==> config.mk <==
export PLATFORM = sky130hd
export DESIGN_NAME = performance_reply_max_parser_core
export DESIGN_NICKNAME = d
export VERILOG_FILES = /design/src/hdl/prmp_pkg.sv /design/src/hdl/prmp_in_reg.sv /design/src/hdl/prmp_engine.sv /design/src/hdl/prmp_out_reg.sv /design/src/hdl/performance_reply_max_parser_core.sv
export SDC_FILE = /design/constraint.sdc
export NUM_CORES = 1
export LEC_CHECK = 0
export BUFFER_PORTS_ARGS = -buffer_cell sky130_fd_sc_hd__buf_2
export CAP_MARGIN = 30
export CORE_UTILIZATION = 33
export DETAILED_ROUTE_END_ITERATION = 8
export HOLD_SLACK_MARGIN = 0.02
export PLACE_DENSITY_LB_ADDON = 0.12
export SLEW_MARGIN = 15
export SYNTH_ARGS = -nofsm -noshare
export SYNTH_HDL_FRONTEND = slang
export SYNTH_SLANG_ARGS = --single-unit
==> constraint.sdc <==
create_clock -name i_clk -period 6.07 [get_ports i_clk]
set_clock_uncertainty 0.1 [all_clocks]
set_input_delay 0.607 -clock i_clk [delete_from_list [all_inputs] [get_ports i_clk]]
set_output_delay 0.607 -clock i_clk [all_outputs]
set_load 0.1 [all_outputs]
==> src/hdl/prmp_pkg.sv <==
// package for the performance reply max parser: item types and constants
package prmp_pkg;

    localparam int unsigned POS_W     = 13;
    localparam int unsigned END_W     = 33;
    localparam int unsigned WORD_W    = 32;
    localparam int unsigned CNT_W     = 9;
    localparam int unsigned OFF_W     = 4;

    localparam int unsigned DESC_CAP_DEFAULT = 256;

    localparam logic [POS_W-1:0] HDR_BYTES  = POS_W'(8);
    localparam logic [POS_W-1:0] LEN_BYTES  = POS_W'(4);
    localparam logic [POS_W-1:0] POS_MAX    = POS_W'(8191);
    localparam logic [POS_W-1:0] LEN_LAST   = LEN_BYTES - POS_W'(1);
    localparam logic [POS_W-1:0] HDR_LAST   = HDR_BYTES - POS_W'(1);
    localparam logic [OFF_W-1:0] OFF_START  = OFF_W'(7);
    localparam logic [OFF_W-1:0] OFF_END    = OFF_W'(15);
    localparam logic [END_W-1:0] END_MIN    = END_W'(8);
    localparam logic [END_W-1:0] LEN_ADD    = END_W'(4);

    typedef struct packed {
        logic [7:0] data_byte;
        logic       last_byte;
    } t_in_item;

    typedef struct packed {
        logic              header_ok;
        logic [WORD_W-1:0] peak_perf;
        logic [CNT_W-1:0]  descriptor_count;
    } t_out_item;

endpackage

==> src/hdl/prmp_in_reg.sv <==
// input register: holds one request byte until the parse engine takes it
module prmp_in_reg (
    input  logic              i_clk,
    input  logic              i_rst_n,
    input  logic              i_valid,
    output logic              o_stall,
    input  prmp_pkg::t_in_item i_item,
    input  logic              i_advance,
    output logic              o_valid,
    output prmp_pkg::t_in_item o_item
);
    import prmp_pkg::*;

    logic     r_valid;
    logic     n_valid;
    t_in_item r_item;
    logic     accept;

    assign o_stall = r_valid && !i_advance;
    assign accept  = i_valid && !o_stall;

    always_comb begin
        n_valid = r_valid;
        if (accept) begin
            n_valid = 1'b1;
        end else if (i_advance) begin
            n_valid = 1'b0;
        end
    end

    always_ff @(posedge i_clk) begin
        if (!i_rst_n) begin
            r_valid <= 1'b0;
        end else begin
            r_valid <= n_valid;
        end
    end

    always_ff @(posedge i_clk) begin
        if (accept) begin
            r_item <= i_item;
        end
    end

    assign o_valid = r_valid;
    assign o_item  = r_item;

endmodule

==> src/hdl/prmp_engine.sv <==
// parse engine: header length, descriptor tracking, running max and count
module prmp_engine #(
    parameter int unsigned DESC_CAP = prmp_pkg::DESC_CAP_DEFAULT
) (
    input  logic               i_clk,
    input  logic               i_rst_n,
    input  logic               i_valid,
    input  prmp_pkg::t_in_item i_item,
    input  logic               i_out_busy,
    output logic               o_advance,
    output logic               o_res_valid,
    output prmp_pkg::t_out_item o_res
);
    import prmp_pkg::*;

    localparam logic [WORD_W-1:0] CAP_VAL = WORD_W'(DESC_CAP);

    logic [POS_W-1:0]  r_pos,  n_pos;
    logic [END_W-1:0]  r_end,  n_end;
    logic [WORD_W-1:0] r_ws,   n_ws;
    logic [WORD_W-1:0] r_hold, n_hold;
    logic [WORD_W-1:0] r_max,  n_max;
    logic [CNT_W-1:0]  r_cnt,  n_cnt;

    logic              active;
    logic              in_desc;
    logic [POS_W-1:0]  rel_pos;
    logic [OFF_W-1:0]  off;
    logic              fits;
    logic              below_cap;
    logic [WORD_W-1:0] max_a;
    logic              ok;

    // a last byte needs a free result slot, other bytes always move
    assign o_advance = i_valid && (!i_item.last_byte || !i_out_busy);

    assign active    = (r_pos != POS_MAX);
    assign in_desc   = (r_pos >= HDR_BYTES);
    assign rel_pos   = r_pos - HDR_BYTES;
    assign off       = rel_pos[OFF_W-1:0];
    assign fits      = ({{(END_W-POS_W){1'b0}}, r_pos} + END_W'(1)) <= r_end;
    assign below_cap = {{(WORD_W-CNT_W){1'b0}}, r_cnt} < CAP_VAL;
    assign max_a     = (r_hold > r_max) ? r_hold : r_max;

    always_comb begin
        n_pos  = r_pos;
        n_end  = r_end;
        n_ws   = r_ws;
        n_hold = r_hold;
        n_max  = r_max;
        n_cnt  = r_cnt;
        if (active) begin
            n_ws  = {r_ws[WORD_W-9:0], i_item.data_byte};
            n_pos = r_pos + POS_W'(1);
            if (r_pos == LEN_LAST) begin
                n_end = {1'b0, n_ws} + LEN_ADD;
            end else if (in_desc) begin
                if (off == OFF_START) begin
                    n_hold = n_ws;
                end else if (off == OFF_END && fits && below_cap) begin
                    n_max = (n_ws > max_a) ? n_ws : max_a;
                    n_cnt = r_cnt + CNT_W'(1);
                end
            end
        end
    end

    assign ok = (r_pos >= HDR_LAST) && (n_end >= END_MIN);

    assign o_res_valid            = o_advance && i_item.last_byte;
    assign o_res.header_ok        = ok;
    assign o_res.peak_perf        = ok ? n_max : '0;
    assign o_res.descriptor_count = ok ? n_cnt : '0;

    always_ff @(posedge i_clk) begin
        if (!i_rst_n || o_res_valid) begin
            r_pos  <= '0;
            r_end  <= '0;
            r_ws   <= '0;
            r_hold <= '0;
            r_max  <= '0;
            r_cnt  <= '0;
        end else if (o_advance) begin
            r_pos  <= n_pos;
            r_end  <= n_end;
            r_ws   <= n_ws;
            r_hold <= n_hold;
            r_max  <= n_max;
            r_cnt  <= n_cnt;
        end
    end

endmodule

==> src/hdl/prmp_out_reg.sv <==
// result register: holds the reply summary until the receiver takes it
module prmp_out_reg (
    input  logic                i_clk,
    input  logic                i_rst_n,
    input  logic                i_res_valid,
    input  prmp_pkg::t_out_item i_res,
    input  logic                i_stall,
    output logic                o_busy,
    output logic                o_valid,
    output prmp_pkg::t_out_item o_item
);
    import prmp_pkg::*;

    logic      r_valid;
    t_out_item r_item;

    assign o_busy = r_valid && i_stall;

    always_ff @(posedge i_clk) begin
        if (!i_rst_n) begin
            r_valid <= 1'b0;
        end else if (i_res_valid) begin
            r_valid <= 1'b1;
        end else if (!i_stall) begin
            r_valid <= 1'b0;
        end
    end

    always_ff @(posedge i_clk) begin
        if (i_res_valid) begin
            r_item <= i_res;
        end
    end

    assign o_valid = r_valid;
    assign o_item  = r_item;

endmodule

==> src/hdl/performance_reply_max_parser_core.sv <==
// Parser for a GET PERFORMANCE type 0 reply streamed one byte per request.
// Input channel: i_in_valid / o_in_stall carry one byte and a last flag.
// Output channel: o_out_valid / i_out_stall carry one summary per reply:
// header_ok, the largest start or end performance and the descriptor count.
// An accepted byte sits in the input register and is folded into the
// parse state from there; the summary of a last byte is captured in the
// result register as that byte is consumed. Throughput is one byte per
// cycle when no summary is stalled: the per-byte work is a shift, one
// length compare and a three-way max, all combinational after the input
// register. Non-last bytes keep flowing while a summary waits in the
// result register; a last byte waits in the input register only while a
// previous summary is still stalled, and then o_in_stall rises.
// After the last byte the parse state returns to its reset values, ready
// for the next reply. Synchronous active-low reset empties both registers
// and clears the parse state; no clearing pass is needed.
module performance_reply_max_parser_core #(
    parameter int unsigned DESC_CAP = prmp_pkg::DESC_CAP_DEFAULT
) (
    input  logic                i_clk,
    input  logic                i_rst_n,
    input  logic                i_in_valid,
    output logic                o_in_stall,
    input  prmp_pkg::t_in_item  i_in_item,
    output logic                o_out_valid,
    input  logic                i_out_stall,
    output prmp_pkg::t_out_item o_out_item
);
    import prmp_pkg::*;

    logic      in_valid;
    t_in_item  in_item;
    logic      advance;
    logic      out_busy;
    logic      res_valid;
    t_out_item res;

    prmp_in_reg u_in_reg (
        .i_clk     (i_clk),
        .i_rst_n   (i_rst_n),
        .i_valid   (i_in_valid),
        .o_stall   (o_in_stall),
        .i_item    (i_in_item),
        .i_advance (advance),
        .o_valid   (in_valid),
        .o_item    (in_item)
    );

    prmp_engine #(
        .DESC_CAP (DESC_CAP)
    ) u_engine (
        .i_clk       (i_clk),
        .i_rst_n     (i_rst_n),
        .i_valid     (in_valid),
        .i_item      (in_item),
        .i_out_busy  (out_busy),
        .o_advance   (advance),
        .o_res_valid (res_valid),
        .o_res       (res)
    );

    prmp_out_reg u_out_reg (
        .i_clk       (i_clk),
        .i_rst_n     (i_rst_n),
        .i_res_valid (res_valid),
        .i_res       (res),
        .i_stall     (i_out_stall),
        .o_busy      (out_busy),
        .o_valid     (o_out_valid),
        .o_item      (o_out_item)
    );

endmodule

# Yosys cells after proc, flatten, opt, wreduce, memory -nomap -nowiden

Cells that the tools add are included.

Memories kept: 0
Register bits after elaboration: 196
Bits in writable memories: 0
Output and inout port bits: 44
Bits in read-only memories: 0
Input port bits: 13
Bits in latches: 0

Shift-type cells: 0
Add/sub/neg operators: 5
Multiplexer cells: 18
Equal/unequal tests: 5
Magnitude comparators: 7
Reduce and logical (&&, ||, !) cells: 18
$mul: 0
Bitwise gates (word level): 1
Divide/modulo/power cells: 0

Operator list:

| kind                                                  | count |
|---|---|
| two-way mux 32 bit                                    | 7 |
| two-way mux 33 bit                                    | 2 |
| > comparator 32 bit                                   | 2 |
| two-way mux 9 bit                                     | 5 |
| adder 32 x 3 -> 33 bit, second input constant         | 1 |
| >= comparator 33 x 4 -> 1 bit, second input constant  | 1 |
| less-or-equal comparator 33 bit                       | 1 |
| adder 13 x 1 -> 14 bit, second input constant         | 1 |
| adder 13 x 1 -> 13 bit, second input constant         | 1 |
| equality test 13 x 2 -> 1 bit, second input constant  | 1 |
| >= comparator 13 x 3 -> 1 bit, second input constant  | 1 |
| >= comparator 13 x 4 -> 1 bit, second input constant  | 1 |
| inequality test 13 bit, second input constant         | 1 |
| adder 9 x 1 -> 9 bit, second input constant           | 1 |
| less-than comparator 9 bit, second input constant     | 1 |
| logical AND 1 bit                                     | 8 |
| zero test 1 bit                                       | 5 |
| AND reduction 5 bit                                   | 1 |
| equality test 4 x 3 -> 1 bit, second input constant   | 1 |
| equality test 4 bit, second input constant            | 1 |
| two-way mux 1 bit                                     | 4 |
| subtractor 4 bit, second input constant               | 1 |
| logical OR 1 bit                                      | 2 |
| inequality test 2 x 1 -> 1 bit, second input constant | 1 |
| other kinds (3)                                       | 3 |

# Longest topological paths before layout

Gate-level depths: netlist (run 1).

Depth after elaboration: 9
Gate-level depth with buffers: 21

# By module

From an unflattened synthesis (run 1), not the netlist that was laid out.

Cells, all modules: 1310
Area, all modules: 11287.1 µm²

By module, submodules not included:

| module       | area an instance (µm²) | times used | cells an instance |
|---|---|---|---|
| prmp_engine  | 9671.8                 | 1          | 1252 |
| prmp_out_reg | 1297.5                 | 1          | 45 |
| prmp_in_reg  | 317.8                  | 1          | 13 |

# Worst setup path before layout (run 1)

OpenSTA, ideal clock, no wires.

Kind: register to register
From: reg u_engine.r_max[31]
To: reg u_out_reg.r_item (netlist bit u_out_reg.o_item[21]), data pin
Path slack: 1.390 ns
Cell stages (with the launch flop): 21
Arrival: 4.395 ns
Setup time: 0.184 ns
Cells stage by stage: dfxtp_1 > inv_1 > ha_1 > nand4_1 > nor3_1 > nand4_1 > o21ai_0 > o21a_1 > buf_1 > nand3_1 > and2_1 > ha_1 > a21oi_1 > o21a_1 > o21ai_0 > a2111oi_0 > o21ai_0 > a21oi_1 > clkbuf_1 > nor3_1 > a2111oi_4

Cells in the longest elaborated chain, start to end: 9

Ends and longest elaborated chain:

| element                | RTL line           | RTL |
|---|---|---|
| from (decl)            | prmp_engine.sv:22  | `logic [WORD_W-1:0] r_max, n_max;` |
| from (signal assigned) | prmp_engine.sv:88  | `r_max <= n_max;` |
| > comparator 32 bit    | prmp_engine.sv:43  | `assign max_a = (r_hold > r_max) ? r_hold : r_max;` |
| two-way mux 32 bit *   | prmp_engine.sv:43  |  |
| > comparator 32 bit    | prmp_engine.sv:61  | `n_max = (n_ws > max_a) ? n_ws : max_a;` |
| two-way mux 32 bit *   | prmp_engine.sv:61  |  |
| two-way mux 32 bit *   | prmp_engine.sv:60  | `end else if (off == OFF_END && fits && below_cap) begin` |
| two-way mux 32 bit *   | prmp_engine.sv:58  | `if (off == OFF_START) begin` |
| two-way mux 32 bit *   | prmp_engine.sv:57  | `end else if (in_desc) begin` |
| two-way mux 32 bit *   | prmp_engine.sv:55  | `if (r_pos == LEN_LAST) begin` |
| two-way mux 32 bit *   | prmp_engine.sv:52  | `if (active) begin` |
| to (signal assigned)   | prmp_out_reg.sv:31 | `r_item <= i_res;` |
| to (decl)              | prmp_out_reg.sv:15 | `t_out_item r_item;` |

Every way passes the cells marked *; elsewhere a longest branch is shown, timed or not.
A chain may end at the register's enable or synchronous reset.

# Worst setup path after layout (run 1)

From: reg u_engine.r_max[20]
To: reg u_out_reg.r_item (netlist bit u_out_reg.o_item[32]), data pin

The elaborated chain is that of the path after synthesis.

==> results_dict.tcl, run 1 <==
set metrics [dict create \
    rsz0062_at_grt "no" \
    cts_sinks 196 \
    place_congestion 0.812 \
    antenna_cells 0 \
    ys.flop_type "dfxtp_1" \
    ys_warn_count 0 \
    insertion_delay_ns 0.46 \
    power_leakage_nw 4.88 \
    port_buffers 56 \
    root_buffer "clkbuf_16" \
    cts_made_buffers 17 \
    wire_per_inst_um 20.2 \
    yosysSeqAreaShare_pct 35.3 \
    end_kind "flip-flop" \
    stdcell_count 1959 \
    ir_drop_mv 0.211 \
    synthesis.nets 1538 \
    grt_max_degree 56 \
    drt-met1-wl_um 19100 \
    fp.coreArea_mm2 0.0376 \
    dieArea_mm2 0.0389 \
    critical-path-top-delay-family "compound AO/OA/AOI/OAI gates" \
    hp-class "input pin to flip-flop" \
    grt_pass1_wl_um 61900 \
    first_global_vias 10400 \
    ant_nets 0 \
    top_layer "met4" \
    rows 71 \
    dp_cells 1927 \
    die_h_um 197 \
    h-tree-depth 4 \
    final_hold_viol_count 0 \
    outcome "finished clean" \
    dr_wl_met3_um 1180 \
    synth_edf_count 51 \
    crit_buf_inv 4 \
    maxCapViolations 0 \
    maxSlewHeadroom_pct 45.5 \
    ctsResizeCount 0 \
    synthCells 1443 \
    areaGrowthSynthToFinish_pct 10.8 \
    clk_pin_slew_ns 0.08 \
    dieWidth_um 197 \
    required_ns 6.24 \
    setup-tns-final_ns 0 \
    antenna_found_initial 0 \
    vias_per_cell 5.45 \
    finalCriticalPeriod_ns 5.42 \
    grt_usage_pct 20.8 \
    place_ws_ns 0.563 \
    cp.arrival_ns 5.59 \
    syn_avg_cell_area_um2 8.71 \
    start_util_pct 33.4 \
    cpMostUsedCell "o21ai_0" \
    setup_viol 0 \
    synth_seq_cells 196 \
    final_cell_mix "194 x nand2_1, 145 x dfxtp_1, 110 x a21oi_1" \
    hold_buffers 0 \
    worstPathCellList "inv_1 > ha_1 > nand4_1 > nor3_1 > nand4_1 > o21ai_0 > o21ai_4 > buf_4 > o21ai_0 > and2_1 > ha_1 > a21oi_1 > o21a_1 > o21ai_0 > a2111oi_0 > o21ai_0 > a21oi_4 > buf_12 > buf_4 > nor3_1 > a2111oi_4" \
    overflow 0 \
    fmax_mhz 185 \
    syn-cell-area_mm2 0.0126 \
    cp-start-kind "flip-flop" \
    cp_max_fo 26 \
    fin_crit_sh_pct 89.3 \
    final_nets 1530 \
    layout-drive-gt1-share_pct 12.6 \
    postCtsSetupBuffers 0 \
    yosysUniqueCellTypes 64 \
    clock_path_buffers 2 \
    drt_pass1_iterations 5 \
    cp_slowest_cell "a2111oi_0" \
    crit_path_max_incr_delay_ns 0.45 \
    final-max-slew-violation-count 0 \
    drc 0 \
    io_pins 57 \
    wl_met2_um 18400 \
    crit_type "flip-flop to flip-flop" \
    wirelength_um 39500 \
    async_flop_share_pct 0 \
    p_per_area_mw_per_mm2 205 \
    tightest_slew_ns 0.818 \
    final_common_cell "nand2_1" \
    dp_hpwl_um 26500 \
    vias 10700 \
    fin_util_pct 37.1 \
    ff2ff_setup_slack_ns 0.65 \
    drtIter0Drc 668 \
    setup_ws_ns 0.651 \
    tritoncts "done" \
]
synth_stat cells (42+ instances only):
master	n	area (um2)
nand3_1	89	445
dfxtp_1	145	2900
inv_1	60	225
nor2_1	103	387
nor3_1	45	225
nand2_1	195	732
clkbuf_1	81	304
ha_1	82	1030
a21oi_1	112	561
o21ai_0	57	285
and2_1	42	263
edfxtp_1	51	1530
sequential cells by signal, indices dropped and copies added, names as in the netlist:
name,count
u_out_reg.o_valid,1
u_engine.r_hold,32
u_engine.r_max,32
u_engine.r_end,33
u_in_reg.o_valid,1
u_out_reg.o_item,42
u_in_reg.o_item,9
u_engine.r_ws,24
u_engine.r_cnt,9
u_engine.r_pos,13
per-stage QoR:
stage / cell area [um2] / hold WS [ns] / power, mW
after global placement: 13300 / 0.345 / 1.71
after detailed placement: 13300 / 0.349 / 1.71
after global routing: 13900 / 0.203 / 2.96
after CTS: 13900 / 0.201 / 2.89
final: 13900 / 0.221 / 2.85
after floorplan: 12600 / 0.336 / 1.60
power breakdown:
group	switching [mW]	leakage [nW]	internal [mW]
clock	0.551	0.290	0.620
combinational	0.214	2.92	0.0894
sequential	0.0271	1.67	1.35
total	0.792	4.88	2.06
per-layer routing:
layer	track usage, %	vias up
li1	-	5215
met1	28.2	5203
met2	34.4	210
met3	2.42	49
met4	6.55	0
met5	0	-
kinds of logic (layout without fill, tap and decap cells):
family / count (synthesis) / count (layout) / share of synthesized area (%)
fa+ha+maj: 82 / 82 / 8.16
simple gates: 580 / 580 / 22.3
mux: 3 / 3 / 0.338
buf+inv: 183 / 188 / 6.46
compound gates: 348 / 348 / 23.9
flops: 196 / 196 / 35.3
xor+xnor: 51 / 51 / 3.55
area by class of cell:
cell class	count	area, um2
well taps	511	639
flip-flops and latches	196	4430
multi-input cells	1064	7400
fillers	3865	23600
repair buffers	95	648
clock buffers	22	487
clock inverters	10	95.1
inverters	61	229
final timing paths:
| check | to | from | cells past startpoint |
|---|---|---|---|
| worst max-delay path | u_out_reg.o_item[32] | u_engine.r_max[20] | 21 |
| worst min-delay path | u_in_reg.o_item[0] | i_in_item[0] | 1 |
| worst min register to register | u_engine.r_end[3] | u_engine.r_end[3] | 2 |
| worst max register to register | u_out_reg.o_item[32] | u_engine.r_max[20] | 21 |
(Power assumes the default switching activity.)
==> inputs of run 2 (changes only) <==
CORE_MARGIN = 4   (was default)
clock period = 4.5 ns   (was 6.07 ns; I/O delays follow)
==> results_dict.tcl, run 2 (synthesized netlist as in run 1, its figures left out) <==
set metrics [dict create \
    outcome "finished, violations left" \
    violations "negative setup slack" \
    tightest_slew_ns 0.755 \
    layout-drive-gt1-share_pct 36.4 \
    cp_slowest_cell "dfxtp_2" \
    areaGrowthSynthToFinish_pct 38.9 \
    antenna_cells 0 \
    power_leakage_nw 6.50 \
    final_hold_viol_count 0 \
    insertion_delay_ns 0.45 \
    final-max-slew-violation-count 0 \
    p_comb_share_pct 17.6 \
    final_nets 1777 \
    clk_pin_slew_ns 0.07 \
    antenna_found_initial 0 \
    port_buffers 56 \
    grt_usage_pct 20.4 \
    dieWidth_um 203 \
    hp-class "input pin to flip-flop" \
    crit_type "flip-flop to flip-flop" \
    final_cell_mix "221 x buf_4, 190 x nand2_1, 127 x dfxtp_1" \
    intPower_mw 3.05 \
    rows 71 \
    io_pins 57 \
    power.switching_mw 1.17 \
    overflow 0 \
    dp_cells 2109 \
    tritoncts "done" \
    multi_input_area_mm2 0.00849 \
    share_seq_of_total_power_pct 43.6 \
    clock_path_buffers 2 \
    cts_sinks 196 \
    cpMostUsedCell "buf_4" \
    maxSlewHeadroom_pct 49.6 \
    fp.coreArea_mm2 0.0376 \
    start_util_pct 33.4 \
    stdcell_count 2206 \
    dieArea_mm2 0.0413 \
    hold_buffers 0 \
    setup_ws_ns -0.258 \
    cp.arrival_ns 4.90 \
    cp-start-kind "flip-flop" \
    root_buffer "clkbuf_16" \
    rsz0062_at_grt "yes" \
    drc 0 \
    drtIter0Drc 760 \
    vias 11800 \
    first_global_vias 11500 \
    required_ns 4.64 \
    dp_hpwl_um 29100 \
    cp_max_fo 12 \
    setup-tns-final_ns -11.39 \
    grt_pass1_wl_um 66700 \
    end_kind "flip-flop" \
    place_area_mm2 0.0148 \
    fmax_mhz 210 \
    drt_pass1_iterations 5 \
    final_common_cell "buf_4" \
    fill_cells 3590 \
    power_mw 4.22 \
    crit_path_max_incr_delay_ns 0.34 \
    ir_drop_mv 0.233 \
    grt_max_degree 45 \
    h-tree-depth 4 \
    fin_area_mm2 0.0175 \
    swShare_pct 27.7 \
    largest_reg_flops 42 \
    maxCapViolations 0 \
    setup_viol 63 \
    place_congestion 0.825 \
    cts_made_buffers 17 \
    p_per_area_mw_per_mm2 242 \
    finalCriticalPeriod_ns 4.76 \
    worstPathCellList "inv_2 > ha_4 > nand4_1 > nor3_2 > buf_4 > buf_4 > nand3_4 > a31oi_2 > buf_4 > buf_6 > o21ai_2 > and2_4 > ha_4 > nand4_1 > or2_4 > nor4_4 > nor3b_4 > a21o_1 > nor2_4 > buf_12 > buf_16 > a2111oi_4" \
    ff_latch_area_mm2 0.00446 \
    place_ws_ns -0.692 \
    fin_crit_sh_pct 106 \
    wire_per_inst_um 20.0 \
    vias_per_cell 5.34 \
    p_clk_share_pct 38.8 \
    die_h_um 203 \
    wirelength_um 44100 \
    ant_nets 0 \
]
## run 2: cell count changes in the layout (fill, tap and decap cells not counted), moves of 18 or more
cell and change:
dfxtp_2 +18, buf_6 +25, nand3_1 -24, ha_1 -35
ha_4 +35, o21ai_0 -34, buf_4 +188, and2_1 -30
dfxtp_1 -18, nand3_2 +20, and2_4 +30, o21ai_2 +19
## run 2: area by class of cell
cell class	count	area share [%]
multi-input combinational	1064	48.6
sequential	196	25.5
timing repair buffer	342	17.4
tap	511	3.66
clock buffer	20	2.74
inverter	61	1.31
clock inverter	12	0.724
## run 2: worst max-delay path, delay by kind of cell, from the launching register on
family                     cells  cell delay (ns)
adders and majority gates      2             0.52
buffers and inverters          7             1.04
and+or+nand+nor                9             1.74
DFF                            1             0.34
AOI/OAI and AO/OA              4             0.79
## run 2: final timing paths
| kind | end | startpoint | slack (ns) | cells after the start |
|---|---|---|---|---|
| setup reg to reg | u_out_reg.o_item[29] | u_engine.r_max[31] | -0.26 | 22 |
| hold / removal | u_in_reg.o_item[8] | i_in_item[8] | 0.08 | 1 |
| setup / recovery | u_out_reg.o_item[29] | u_engine.r_max[31] | -0.26 | 22 |
| hold reg to reg | u_engine.r_end[1] | u_engine.r_end[1] | 0.36 | 2 |
## run 2: routing by layer
metal / vias to the layer above / GRT usage (%) / part of all wire (%)
met5: - / 0 / 0
li1: 5709 / - / -
met4: 0 / 4.46 / 1.9
met1: 5801 / 28.4 / 47
met2: 220 / 33.9 / 48
met3: 44 / 2.99 / 3.6
## run 2: timing repair
action / 4_1_cts / 5_1_grt
buffers inserted: 29 / 29
cloned: 6 / 7
pin swaps: 39 / 76
endpoints found under the setup margin: 64 / 64
gates resized for setup: 148 / 159
endpoints found under the hold margin: 0 / 0
## run 2: power groups by stage
stage	Sequential (mW)	Combinational, mW	Clock [mW]
2_1_floorplan	1.92	0.242	0
3_3_place_gp	1.88	0.510	0
3_5_place_dp	1.88	0.512	0
4_1_cts	1.84	0.636	1.67
5_1_grt	1.84	0.786	1.74
6_report	1.84	0.744	1.64
## run 2: through the flow
stage	hold slack, ns	utilization [%]
after CTS	0.0501	43.7
final	0.0790	46.5
after detailed placement	0.350	39.4
after global placement	0.345	39.4
after floorplan	0.336	-
after global routing	0.0566	46.5
